--- config.mk ---
export PLATFORM = sky130hd
export DESIGN_NAME = pump_alternation_controller_unit_flat
export DESIGN_NICKNAME = d
export VERILOG_FILES = /design/src/pac_pkg.sv /design/src/pac_ifs.sv /design/src/pac_sensor_cell.sv /design/src/pac_pump_cell.sv /design/src/pump_alternation_controller_unit.sv /design/src/flat_wrapper.sv
export SDC_FILE = /design/constraint.sdc
export NUM_CORES = 1
export LEC_CHECK = 0
export BUFFER_PORTS_ARGS = -buffer_cell sky130_fd_sc_hd__clkbuf_2
export CAP_MARGIN = 25
export CORE_ASPECT_RATIO = 0.8
export CORE_UTILIZATION = 40
export CTS_CLUSTER_DIAMETER = 40
export DETAILED_ROUTE_END_ITERATION = 7
export GPL_TIMING_DRIVEN = 0
export PLACE_DENSITY = 0.61
export SLEW_MARGIN = 20
export SYNTH_ARGS = -nofsm -noshare
export SYNTH_HDL_FRONTEND = slang
export SYNTH_SLANG_ARGS = --single-unit
export TNS_END_PERCENT = 50
--- constraint.sdc ---
create_clock -name clk -period 2.4 [get_ports clk]
set_input_delay 0.6 -clock clk [delete_from_list [all_inputs] [get_ports clk]]
set_output_delay 0.6 -clock clk [all_outputs]
set_load 0.05 [all_outputs]
--- src/pac_pkg.sv ---
// pac_pkg: shared types and constants of the pump alternation controller
// no dependencies; compiled first
`default_nettype none

package pac_pkg;

	// fields of the request and result items
	localparam int unsigned ALARM_FIELDS = 4;
	localparam int unsigned REG_PUMPS    = 8;

	// function codes of a request
	localparam logic FUNC_FORCE = 1'b0;
	localparam logic FUNC_CYCLE = 1'b1;

	// configuration register indexes
	localparam logic [0:0] CFG_FILL_TYPE = 1'b0;
	localparam logic [0:0] CFG_ODD_GROUP = 1'b1;

	// pumps switched on by one critical alarm
	localparam logic [1:0] CRIT_PUMPS = 2'd2;

	// duty group codes as shown on the result
	localparam logic [1:0] GROUP_ONE = 2'd1;
	localparam logic [1:0] GROUP_TWO = 2'd2;

	typedef enum logic [3:0] {
		ALARM_NONE      = 4'd0,
		ALARM_LOW       = 4'd1,
		ALARM_HIGH      = 4'd2,
		ALARM_CRIT_LOW  = 4'd3,
		ALARM_CRIT_HIGH = 4'd4,
		ALARM_PRESSURE  = 4'd5,
		ALARM_FLOW      = 4'd6,
		ALARM_CONTAM    = 4'd7,
		ALARM_OTHER     = 4'd8
	} alarm_t;

	typedef enum logic [2:0] {
		ST_IDLE,
		ST_SCAN,
		ST_CRIT,
		ST_WAVE,
		ST_DONE
	} state_t;

	typedef enum logic [1:0] {
		OP_NONE,
		OP_FORCE,
		OP_ALT
	} pump_op_kind_t;

	typedef struct packed {
		logic       func;
		logic [2:0] pump_index;
		logic       force_on;
		logic [3:0] sensor_ok_mask;
		logic [3:0] alarm_a;
		logic [3:0] alarm_b;
		logic [3:0] alarm_c;
		logic [3:0] alarm_d;
	} req_t;

	typedef struct packed {
		logic [7:0] pumps_running;
		logic [1:0] active_group;
		logic       maintenance_locked;
		logic       cycle_aborted;
	} rsp_t;

	// broadcast operation to every pump cell
	typedef struct packed {
		pump_op_kind_t kind;
		logic          fill;
		logic          grp_two;
		logic          force_on;
	} pump_op_t;

	// static per-pump configuration bits
	typedef struct packed {
		logic has_reg;
		logic fill;
		logic odd;
	} pump_cfg_t;

	// critical-alarm wave passed from cell to cell
	typedef struct packed {
		logic       valid;
		logic       fill;
		logic [1:0] cnt;
	} wave_t;

endpackage

`default_nettype wire

--- src/pac_ifs.sv ---
// pac_ifs: valid/ready channel interfaces for requests and results
// depends on pac_pkg
`default_nettype none

interface pac_req_if;
	logic          valid;
	logic          ready;
	pac_pkg::req_t payload;

	modport source (output valid, output payload, input ready);
	modport sink (input valid, input payload, output ready);
endinterface

interface pac_rsp_if;
	logic          valid;
	logic          ready;
	pac_pkg::rsp_t payload;

	modport source (output valid, output payload, input ready);
	modport sink (input valid, input payload, output ready);
endinterface

`default_nettype wire

--- src/pac_sensor_cell.sv ---
// pac_sensor_cell: one stage of the rotating alarm-code ring
// no package dependencies
`default_nettype none

module pac_sensor_cell (
	input  wire logic       clk,
	input  wire logic       load,
	input  wire logic       shift,
	input  wire logic [3:0] load_code,
	input  wire logic [3:0] next_code,
	output logic [3:0]      code
);

	logic [3:0] code_q;

	// payload only, no reset
	always_ff @(posedge clk) begin
		if (load) begin
			code_q <= load_code;
		end else if (shift) begin
			code_q <= next_code;
		end
	end

	assign code = code_q;

endmodule

`default_nettype wire

--- src/pac_pump_cell.sv ---
// pac_pump_cell: one pump's run bit plus its stage of the critical wave
// depends on pac_pkg
`default_nettype none

module pac_pump_cell (
	input  wire logic              clk,
	input  wire logic              arst_n,
	input  wire pac_pkg::pump_cfg_t cfg,
	input  wire pac_pkg::pump_op_t  op,
	input  wire logic              force_sel,
	input  wire pac_pkg::wave_t     wave_in,
	output pac_pkg::wave_t          wave_out,
	output logic                   on
);

	logic           on_q;
	logic           on_d;
	logic           is_fill;
	logic           alt_on;
	logic           match;
	logic           take;
	pac_pkg::wave_t wave_s1;
	pac_pkg::wave_t wave_d;

	assign is_fill = cfg.has_reg & cfg.fill;
	assign alt_on  = cfg.has_reg & (op.fill ? cfg.fill : ~cfg.fill)
		& (op.grp_two ? ~cfg.odd : cfg.odd);
	assign match   = (is_fill == wave_in.fill);
	assign take    = match && (wave_in.cnt < pac_pkg::CRIT_PUMPS);

	always_comb begin
		on_d = on_q;
		if (wave_in.valid) begin
			// matching type: first pumps start, opposite type stops
			if (match) begin
				on_d = take ? 1'b1 : on_q;
			end else begin
				on_d = 1'b0;
			end
		end else begin
			unique case (op.kind)
				pac_pkg::OP_ALT:   on_d = alt_on;
				pac_pkg::OP_FORCE: on_d = force_sel ? op.force_on : on_q;
				default:           on_d = on_q;
			endcase
		end
		wave_d.valid = wave_in.valid;
		wave_d.fill  = wave_in.fill;
		wave_d.cnt   = take ? wave_in.cnt + 2'd1 : wave_in.cnt;
	end

	always_ff @(posedge clk or negedge arst_n) begin
		if (!arst_n) begin
			on_q    <= 1'b0;
			wave_s1 <= '0;
		end else begin
			on_q    <= on_d;
			wave_s1 <= wave_d;
		end
	end

	assign wave_out = wave_s1;
	assign on       = on_q;

endmodule

`default_nettype wire

--- src/pump_alternation_controller_unit.sv ---
// pump_alternation_controller_unit: top level of the pump alternation controller
// depends on pac_pkg, pac_ifs, pac_sensor_cell and pac_pump_cell
`default_nettype none

// Drives a bank of PUMP_COUNT pumps from requests on cmd and returns one
// result per request on res. A forced command (func 0) switches one pump and
// goes straight to the done state. A control cycle (func 1) is refused at
// once when the maintenance latch is set or a used sensor is down; it then
// also goes straight to the done state. Otherwise the alarm codes of the used
// sensors (at most four) are loaded into a ring of sensor cells and rotated
// past a decoder one sensor a cycle, twice, the second lap pausing while a
// wave is in the row: the first lap handles low/high alternation and the
// maintenance alarms, the second lap the critical alarms. Each critical alarm
// launches a wave down the row of pump cells, one cell a cycle, that carries
// the count of pumps already started. From the done state the result is
// loaded into the output register once that is free. A new request is taken
// as soon as the previous one has left the sequencer, even while its result
// still waits in the output register. Configuration writes land on the next
// clock edge.
module pump_alternation_controller_unit #(
	parameter int unsigned PUMP_COUNT   = 8,
	parameter int unsigned SENSOR_COUNT = 4
) (
	input  wire logic       clk,
	input  wire logic       arst_n,
	pac_req_if.sink         cmd,
	pac_rsp_if.source       res,
	input  wire logic       cfg_we,
	input  wire logic [0:0] cfg_index,
	input  wire logic [7:0] cfg_wdata
);

	// sensors that actually have alarm fields
	localparam int unsigned NS = (SENSOR_COUNT < pac_pkg::ALARM_FIELDS)
		? SENSOR_COUNT : pac_pkg::ALARM_FIELDS;
	localparam int unsigned SIDX_W = (NS > 1) ? $clog2(NS) : 1;
	localparam logic [SIDX_W-1:0] SIDX_LAST = SIDX_W'(NS - 1);

	// configuration registers
	logic [7:0] fill_type_q;
	logic [7:0] odd_group_q;

	// control state
	pac_pkg::state_t state_q;
	pac_pkg::state_t state_d;
	logic [SIDX_W-1:0] sidx_q;
	logic              duty_q;
	logic              maint_q;
	logic              aborted_q;
	logic              res_valid_q;
	pac_pkg::rsp_t     res_q;

	// sequencer controls
	logic              accept;
	logic              is_cycle;
	logic              all_ok;
	logic              refuse;
	logic              load_ring;
	logic              shift_ring;
	logic              sidx_step;
	logic              set_maint;
	logic              toggle_duty;
	logic              out_load;
	logic              sidx_last;
	pac_pkg::pump_op_t op;
	pac_pkg::wave_t    wave_start;

	// sensor ring and pump row
	logic [3:0]      alarm_in [pac_pkg::ALARM_FIELDS];
	logic [3:0]      ring_code [NS];
	logic [3:0]      head;
	pac_pkg::wave_t  wave [PUMP_COUNT+1];
	logic [PUMP_COUNT-1:0] pump_on;
	logic [PUMP_COUNT-1:0] force_sel;
	logic [7:0]      run8;

	always_ff @(posedge clk or negedge arst_n) begin
		if (!arst_n) begin
			fill_type_q <= '0;
			odd_group_q <= '0;
		end else if (cfg_we) begin
			unique case (cfg_index)
				pac_pkg::CFG_FILL_TYPE: fill_type_q <= cfg_wdata;
				pac_pkg::CFG_ODD_GROUP: odd_group_q <= cfg_wdata;
				default: ;
			endcase
		end
	end

	assign cmd.ready = (state_q == pac_pkg::ST_IDLE);
	assign accept    = cmd.valid && cmd.ready;
	assign is_cycle  = (cmd.payload.func == pac_pkg::FUNC_CYCLE);
	assign all_ok    = &cmd.payload.sensor_ok_mask[NS-1:0];
	assign refuse    = maint_q || !all_ok;
	assign sidx_last = (sidx_q == SIDX_LAST);

	assign alarm_in[0] = cmd.payload.alarm_a;
	assign alarm_in[1] = cmd.payload.alarm_b;
	assign alarm_in[2] = cmd.payload.alarm_c;
	assign alarm_in[3] = cmd.payload.alarm_d;

	// rotating ring of alarm codes, cell 0 is the head
	for (genvar i = 0; i < NS; i++) begin : g_sensor
		pac_sensor_cell u_cell (
			.clk       (clk),
			.load      (load_ring),
			.shift     (shift_ring),
			.load_code (alarm_in[i]),
			.next_code (ring_code[(i + 1) % NS]),
			.code      (ring_code[i])
		);
	end

	assign head = ring_code[0];

	// critical wave enters the row at cell 0
	assign wave[0] = wave_start;

	// row of pump cells; the critical wave enters at cell 0
	for (genvar i = 0; i < PUMP_COUNT; i++) begin : g_pump
		pac_pkg::pump_cfg_t cfg;
		if (i < pac_pkg::REG_PUMPS) begin : g_reg
			assign cfg.has_reg  = 1'b1;
			assign cfg.fill     = fill_type_q[i];
			assign cfg.odd      = odd_group_q[i];
			assign force_sel[i] = (cmd.payload.pump_index == 3'(i));
		end else begin : g_noreg
			// pumps beyond the register bits are drain pumps only a critical wave starts
			assign cfg          = '0;
			assign force_sel[i] = 1'b0;
		end
		pac_pump_cell u_cell (
			.clk       (clk),
			.arst_n    (arst_n),
			.cfg       (cfg),
			.op        (op),
			.force_sel (force_sel[i]),
			.wave_in   (wave[i]),
			.wave_out  (wave[i+1]),
			.on        (pump_on[i])
		);
	end

	// result shows the pumps that have register bits
	for (genvar j = 0; j < pac_pkg::REG_PUMPS; j++) begin : g_run
		if (j < PUMP_COUNT) begin : g_on
			assign run8[j] = pump_on[j];
		end else begin : g_off
			assign run8[j] = 1'b0;
		end
	end

	// sequencer: next state and controls
	always_comb begin
		state_d     = state_q;
		load_ring   = 1'b0;
		shift_ring  = 1'b0;
		sidx_step   = 1'b0;
		set_maint   = 1'b0;
		toggle_duty = 1'b0;
		out_load    = 1'b0;
		op          = '{kind: pac_pkg::OP_NONE, fill: 1'b0, grp_two: ~duty_q,
			force_on: cmd.payload.force_on};
		wave_start  = '{valid: 1'b0, fill: 1'b0, cnt: 2'd0};
		unique case (state_q)
			pac_pkg::ST_IDLE: begin
				if (accept) begin
					if (!is_cycle) begin
						op.kind = pac_pkg::OP_FORCE;
						state_d = pac_pkg::ST_DONE;
					end else if (refuse) begin
						state_d = pac_pkg::ST_DONE;
					end else begin
						load_ring = 1'b1;
						state_d   = pac_pkg::ST_SCAN;
					end
				end
			end
			pac_pkg::ST_SCAN: begin
				// first lap: alternation and maintenance alarms
				shift_ring = 1'b1;
				sidx_step  = 1'b1;
				unique case (head)
					pac_pkg::ALARM_LOW: begin
						op.kind     = pac_pkg::OP_ALT;
						op.fill     = 1'b1;
						toggle_duty = 1'b1;
					end
					pac_pkg::ALARM_HIGH: begin
						op.kind     = pac_pkg::OP_ALT;
						op.fill     = 1'b0;
						toggle_duty = 1'b1;
					end
					pac_pkg::ALARM_PRESSURE, pac_pkg::ALARM_FLOW,
					pac_pkg::ALARM_CONTAM: begin
						set_maint = 1'b1;
					end
					default: ;
				endcase
				if (sidx_last) begin
					state_d = pac_pkg::ST_CRIT;
				end
			end
			pac_pkg::ST_CRIT: begin
				// second lap: critical alarms launch a wave
				shift_ring = 1'b1;
				sidx_step  = 1'b1;
				if (head == pac_pkg::ALARM_CRIT_LOW || head == pac_pkg::ALARM_CRIT_HIGH) begin
					wave_start = '{valid: 1'b1, fill: (head == pac_pkg::ALARM_CRIT_LOW),
						cnt: 2'd0};
					state_d = pac_pkg::ST_WAVE;
				end else if (sidx_last) begin
					state_d = pac_pkg::ST_DONE;
				end
			end
			pac_pkg::ST_WAVE: begin
				// wave has left the last cell; index wrapped after last sensor
				if (wave[PUMP_COUNT].valid) begin
					state_d = (sidx_q == '0) ? pac_pkg::ST_DONE : pac_pkg::ST_CRIT;
				end
			end
			pac_pkg::ST_DONE: begin
				if (!res_valid_q || res.ready) begin
					out_load = 1'b1;
					state_d  = pac_pkg::ST_IDLE;
				end
			end
			default: state_d = pac_pkg::ST_IDLE;
		endcase
	end

	always_ff @(posedge clk or negedge arst_n) begin
		if (!arst_n) begin
			state_q     <= pac_pkg::ST_IDLE;
			sidx_q      <= '0;
			duty_q      <= 1'b0;
			maint_q     <= 1'b0;
			aborted_q   <= 1'b0;
			res_valid_q <= 1'b0;
		end else begin
			state_q <= state_d;
			if (sidx_step) begin
				sidx_q <= sidx_last ? '0 : sidx_q + SIDX_W'(1);
			end
			if (toggle_duty) begin
				duty_q <= ~duty_q;
			end
			if (set_maint) begin
				maint_q <= 1'b1;
			end
			if (accept) begin
				aborted_q <= is_cycle && refuse;
			end
			if (out_load) begin
				res_valid_q <= 1'b1;
			end else if (res.ready) begin
				res_valid_q <= 1'b0;
			end
		end
	end

	// result register, payload only
	always_ff @(posedge clk) begin
		if (out_load) begin
			res_q.pumps_running      <= run8;
			res_q.active_group       <= duty_q ? pac_pkg::GROUP_TWO : pac_pkg::GROUP_ONE;
			res_q.maintenance_locked <= maint_q;
			res_q.cycle_aborted      <= aborted_q;
		end
	end

	assign res.valid   = res_valid_q;
	assign res.payload = res_q;

endmodule

`default_nettype wire

--- src/flat_wrapper.sv ---
// flat-port wrapper written by rule: the top's interface ports become plain ports
module pump_alternation_controller_unit_flat 
#(
	parameter int unsigned PUMP_COUNT   = 8,
	parameter int unsigned SENSOR_COUNT = 4
)
  (clk, arst_n, cfg_we, cfg_index, cfg_wdata, cmd_valid, cmd_payload, cmd_ready, res_valid, res_payload, res_ready);
  pac_req_if cmd_i ();
  pac_rsp_if res_i ();
  input  wire logic clk;
  input  wire logic arst_n;
  input  wire logic cfg_we;
  input  wire logic [0:0] cfg_index;
  input  wire logic [7:0] cfg_wdata;
  input wire logic [$bits(cmd_i.valid)-1:0] cmd_valid;
  input wire logic [$bits(cmd_i.payload)-1:0] cmd_payload;
  output wire logic [$bits(cmd_i.ready)-1:0] cmd_ready;
  output wire logic [$bits(res_i.valid)-1:0] res_valid;
  output wire logic [$bits(res_i.payload)-1:0] res_payload;
  input wire logic [$bits(res_i.ready)-1:0] res_ready;
  assign cmd_i.valid = cmd_valid;
  assign cmd_i.payload = cmd_payload;
  assign cmd_ready = cmd_i.ready;
  assign res_valid = res_i.valid;
  assign res_payload = res_i.payload;
  assign res_i.ready = res_ready;
  pump_alternation_controller_unit #(.PUMP_COUNT(PUMP_COUNT), .SENSOR_COUNT(SENSOR_COUNT)) u_core (.clk(clk), .arst_n(arst_n), .cmd(cmd_i), .res(res_i), .cfg_we(cfg_we), .cfg_index(cfg_index), .cfg_wdata(cfg_wdata));
endmodule
======== After elaboration in Yosys (flattened, before gate mapping) ========
Index checks and enable logic that the tools add are counted.
storage, ports and cells
  flip-flop bits (word level) ............. 90
  input bits .............................. 39
  logic and storage cells ................. 284
operators by class
  add/sub/neg operators ................... 8
  $lt $le $gt $ge ......................... 8
  equal/unequal tests ..................... 50
  muxes and demuxes ....................... 103
  bitwise gates (word level) .............. 26
  reduce and logical (&&, ||, !) cells .... 43
operator list
  kind                                                                    number
  1-bit two-way mux                                                       63
  3-bit inequality test (second input constant)                           15
  4-bit two-way mux                                                       10
  3-bit two-way mux                                                       9
  3-bit AND reduction                                                     8
  3-bit nonzero test                                                      8
  2-bit two-way mux                                                       10
  1-bit inverter                                                          18
  2-bit by 1-bit adder with 2-bit output (second input constant)          8
  4-bit by 3-bit equality test with 1-bit output (second input constant)  4
  2-bit less-than comparator (second input constant)                      8
  1-bit case mux with 2 select lines                                      8
  3-bit equality test (second input constant)                             5
  3-bit case mux with 5 select lines                                      1
  3-bit by 2-bit equality test with 1-bit output (second input constant)  4
  1-bit logical AND                                                       10
  1-bit AND                                                               8
  1-bit equality test                                                     8
  4-bit by 2-bit equality test with 1-bit output (second input constant)  2
  3-bit by 1-bit equality test with 1-bit output (second input constant)  2
  3-bit zero test                                                         2
  3-bit case mux with 2 select lines                                      1
  5-bit AND reduction                                                     1
  2-bit equality test (second input constant)                             2
  15 further kinds                                                        23

======== Longest topological paths before layout ========
  depth in word-level cells ............... 9
  mapped depth ............................ 7
  gate-level depth less buffers ........... 6

======== Cells and area by module ========
Synthesis repeated with hierarchy kept, for this count alone.
unflattened totals
  cell total of the unflattened synthesis .. 329
  area total of the unflattened synthesis .. 4,337.9 µm²
by module, submodules not included
  module                            times used  cells an instance  area an instance (µm²)
  pac_pump_cell                     8           21                 251.5
  pump_alternation_controller_unit  1           125                1,640.3
  pac_sensor_cell                   4           9                  171.4

======== Least setup slack after synthesis ========
OpenSTA, ideal clock, no wires.
  path type ............................... register -> register
  start point ............................. register u_core.state_q[2]
  end point ............................... register u_core.g_sensor[0].u_cell.code_q[0] (enable)
  setup time .............................. 0.375 ns
  data arrival time ....................... 2.751 ns
  required time ........................... 2.025 ns
  setup slack ............................. -0.726 ns
  stages on the path, launching flop included .. 7
  period minus slack after synthesis ...... 3.126 ns
  path through ............................ dfrtp_1 buf_6 nor3_1 and3_1 buf_2 buf_6 nand2b_1
between the ends
  word-level cells in the longest chain between the ends .. 5
ends and longest elaborated chain
  element                           line                                     RTL
  from (decl)                       pump_alternation_controller_unit.sv:44   pac_pkg::state_t state_q;
  from (signal assigned)            pump_alternation_controller_unit.sv:234  state_q <= pac_pkg::ST_IDLE;
  from (signal assigned)            pump_alternation_controller_unit.sv:241  state_q <= state_d;
  3-bit zero test (*)               pump_alternation_controller_unit.sv:90   assign cmd.ready = (state_q == pac_pkg::ST_IDLE);
  named net cmd_ready               flat_wrapper.sv:17                       output wire logic [$bits(cmd_i.ready)-1:0] cmd_ready;
  1-bit logical AND                 pump_alternation_controller_unit.sv:91   assign accept = cmd.valid && cmd.ready;
  1-bit two-way mux                 pump_alternation_controller_unit.sv:167  if (accept) begin
  1-bit two-way mux (*)             pump_alternation_controller_unit.sv:165  unique case (state_q)
  2-bit nonzero test (no line) (*)  -
  to (signal assigned)              pac_sensor_cell.sv:19                    code_q <= load_code;
  to (signal assigned)              pac_sensor_cell.sv:21                    code_q <= next_code;
  to (decl)                         pac_sensor_cell.sv:14                    logic [3:0] code_q;
The timed path passes the listed nets; every way through them passes the cells marked *.
A chain may end at the register's enable or synchronous reset.

======== Worst setup path after layout ========
  start point ............................. register u_core.maint_q
  end point ............................... register u_core.g_sensor[2].u_cell.code_q[0] (enable)
between the ends
  word-level cells in the longest chain between the ends .. 6
ends and longest elaborated chain
  element                       line                                     RTL
  from (decl)                   pump_alternation_controller_unit.sv:48   logic maint_q;
  from (signal assigned)        pump_alternation_controller_unit.sv:237  maint_q <= 1'b0;
  from (signal assigned)        pump_alternation_controller_unit.sv:249  maint_q <= 1'b1;
  1-bit logical OR              pump_alternation_controller_unit.sv:94   assign refuse = maint_q || !all_ok;
  1-bit two-way mux             pump_alternation_controller_unit.sv:171  end else if (refuse) begin
  1-bit two-way mux             pump_alternation_controller_unit.sv:168  if (!is_cycle) begin
  1-bit two-way mux             pump_alternation_controller_unit.sv:167
  1-bit two-way mux             pump_alternation_controller_unit.sv:165
  2-bit nonzero test (no line)  -
  to (signal assigned)          pac_sensor_cell.sv:19
  to (signal assigned)          pac_sensor_cell.sv:21
  to (decl)                     pac_sensor_cell.sv:14
No other way between the ends.

==> reports/results.ini <==
[synthesis]
avgSynthCellArea_sq_um=13.5
ys_seq_area_share_pct=60.5
netlist_area_sq_um=3870
async_flop_share_pct=68.2
synthMostInstantiatedCell=dfrtp_1
yosysWarningCount=0
synth_top_area_cell=dfrtp_1
synthCells=287
ys_types=45
post-synth-top-area-fraction_pct=38.8
synth_common_cells=dfrtp_1, edfxtp_1, mux2_2
synth_edf_count=28
syn_nets=329
ys_ff_latch=88
ys_top_cells_by_area=dfrtp_1, edfxtp_1, mux2_2
synthFlopType=dfrtp_1

[timing]
rsz0062_at_grt=false
slew_violations=0
slew_headroom_pct=56.3
worst_slew_pin_slew_ns=0.656
hold_violations=0
setup_viol=0
finalCritPeriodShare_pct=91.5
fin_crit_ns=2.20
fmax_mhz=455
final.setup_skew_ns=0.00547

[global_routing]
antenna_found_initial=0
grt-ovfl-total=0
grt_max_degree=33
track_usage_pct=16.4
grt_pass1_vias=2463
grt_pass1_wl_mm=12.5

[clock_network]
htreeDepth=3
clock_sink_count=88
clkLatencyLatePin_ns=0.34
clock_path_buffers=2
cts_tree=built
cts_buffers=9
clkSlewWorstSetupHoldPaths_ns=0.06
post_cts_buffers=0
cts_root_buf=clkbuf_16

[place]
portBuffers=52
postPlaceCellArea_sq_um=4320
dp_hpwl_mm=5.42
place_inst=456
gp_congestion=0.732

[floorplanning]
core_sq_um=9230
start_util_pct=42.0
row_count=31
ios=53
die_area_sq_um=10100
die_x_microns=112
die_y_microns=90.0

[critical_path]
endpoint_kind=register
worstPathArrival_ns=2.19
r2r_cells=5
reg2reg_to=u_core.g_sensor[2].u_cell.code[0]$_DFFE_PP_
worst_r2r_startpoint=u_core.maint_q$_DFFE_PN0P_
cp_max_fo=16
crit_type=register to register
regToRegSetupSlack_ns=0.20
start_kind=register
crit_required_ns=2.40

[drt]
wl_mm=7.33
detail_route.vias_per_cell=5.07
initialDrtViolationCount=125
num_vias=2391
wl_per_cell_microns=15.5
dr.pass1.iters=6
ant_nets=0
remaining_drc_errors=3

[layout]
fin_nets=394
finalInstanceArea_sq_um=4720
antenna_cells=0
fin_util_pct=51.1
syn2layout_area_growth_pct=21.8
fin_cells=472
drive_gt1_share_pct=31.9

[power]
vdd_drop_max_v=0.000420
p_leak_nw=1.98
power_mw=5.08
p_per_area_nw_per_um2=1080

[flow_run]
drv_cap=0

[run_status]
run_status=finished with violations
violations=design-rule violations

[worst_hold_path]
hold_path_class=input port to asynchronous set/reset pin

==> per-stage QoR <==
step,setup slack (ns),TNS [ns],hold slack (ns)
after floorplan,0.00521,0,0.304
after global placement,-0.572,-10.09,0.379
after detailed placement,-0.591,-10.55,0.382
after CTS,0.173,0,0.222
after global routing,0.0323,0,0.245
final,0.204,0,0.221
==> metal layers <==
layer | GRT usage (%) | part of all wire [%] | vias up | routed length, microns
met3 | 4.45 | 4.0 | 10 | 296
met2 | 24.7 | 45 | 39 | 3330
met5 | 0 | 0 | - | 0
met1 | 22.3 | 49 | 1165 | 3560
li1 | - | - | 1177 | -
met4 | 7.00 | 1.9 | 0 | 136
==> what timing repair did <==
item | CTS | global route
hold buffers | 0 | 0
setup endpoints to repair | 16 | 0
gates resized for setup | 2 | 0
==> registers in the layout, indices dropped and copies added, names as in the netlist, 2 cells and up <==
name / flops
u_core.fill_type_q: 8
u_core.state_q: 3
u_core.g_sensor.u_cell.code: 16
u_core.sidx_q: 2
u_core.g_pump.u_cell.wave_out: 27
u_core.g_pump.u_cell.on: 8
u_core.res.payload: 12
u_core.odd_group_q: 8
==> how the worst max path moves through the flow <==
stage / start / end
2_1_floorplan: cmd_payload[16] / u_core.g_sensor[0].u_cell.code[0]$_DFFE_PP_
3_3_place_gp: cmd_payload[16] / u_core.g_sensor[1].u_cell.code[3]$_DFFE_PP_
3_5_place_dp: cmd_payload[16] / u_core.g_sensor[0].u_cell.code[3]$_DFFE_PP_
4_1_cts: u_core.maint_q$_DFFE_PN0P_ / u_core.g_sensor[2].u_cell.code[0]$_DFFE_PP_
5_1_grt: u_core.maint_q$_DFFE_PN0P_ / u_core.g_sensor[0].u_cell.code[3]$_DFFE_PP_
6_report: u_core.maint_q$_DFFE_PN0P_ / u_core.g_sensor[2].u_cell.code[0]$_DFFE_PP_
==> critical path: stages, from the launching register on <==
cell and delay [ns]:
dfrtp_1 0.41, nor4b_2 0.42, and3_1 0.21, buf_2 0.23
buf_6 0.18, nand2b_2 0.39
==> layout by cell type (no fill, tap or decap), drive strengths merged, types with 2 or more instances in the layout <==
cell type	synthesis	routed
ha	3	3
a31oi	4	4
edfxtp	28	28
nor2b	11	11
and2	2	2
nor4	2	2
nor3b	2	2
o31ai	7	7
xnor2	19	19
a22o	2	2
buf	8	10
a21o	7	7
dfrtp	60	60
mux2	33	33
o21ai	5	5
a21oi	7	7
nand2b	13	13
nand2	10	10
xor2	11	11
nand3	5	5
nor4b	2	2
clkbuf	3	65
a41oi	2	2
nor2	6	6
a311oi	6	6
nor3	5	5
bufinv	0	4
inv	8	10
a31o	2	2
a311o	2	2
and3	4	4
==> logic make-up after synthesis <==
group | synth area share (%)
DFF | 60.5
and+or+nand+nor | 10.3
AOI/OAI and AO/OA | 8.72
muxes | 9.85
xor gates and xnor gates | 6.78
buffers and inverters | 2.87
adders and majority gates | 0.969
==> layout make-up <==
class | count | area (sq um)
buffer | 11 | 81.3
clock buffer | 10 | 250
clock inverter | 6 | 135
fill | 823 | 4510
inverter | 8 | 30.0
multi-input combinational | 180 | 1440
sequential | 88 | 2340
tap | 115 | 144
timing repair buffer | 54 | 294
==> power breakdown <==
part | internal (mW) | switching, mW | total [mW]
Sequential | 1.94 | 0.195 | 2.13
Combinational | 0.454 | 0.734 | 1.19
Clock | 1.19 | 0.573 | 1.76
Power figures use the tool's default switching activity.
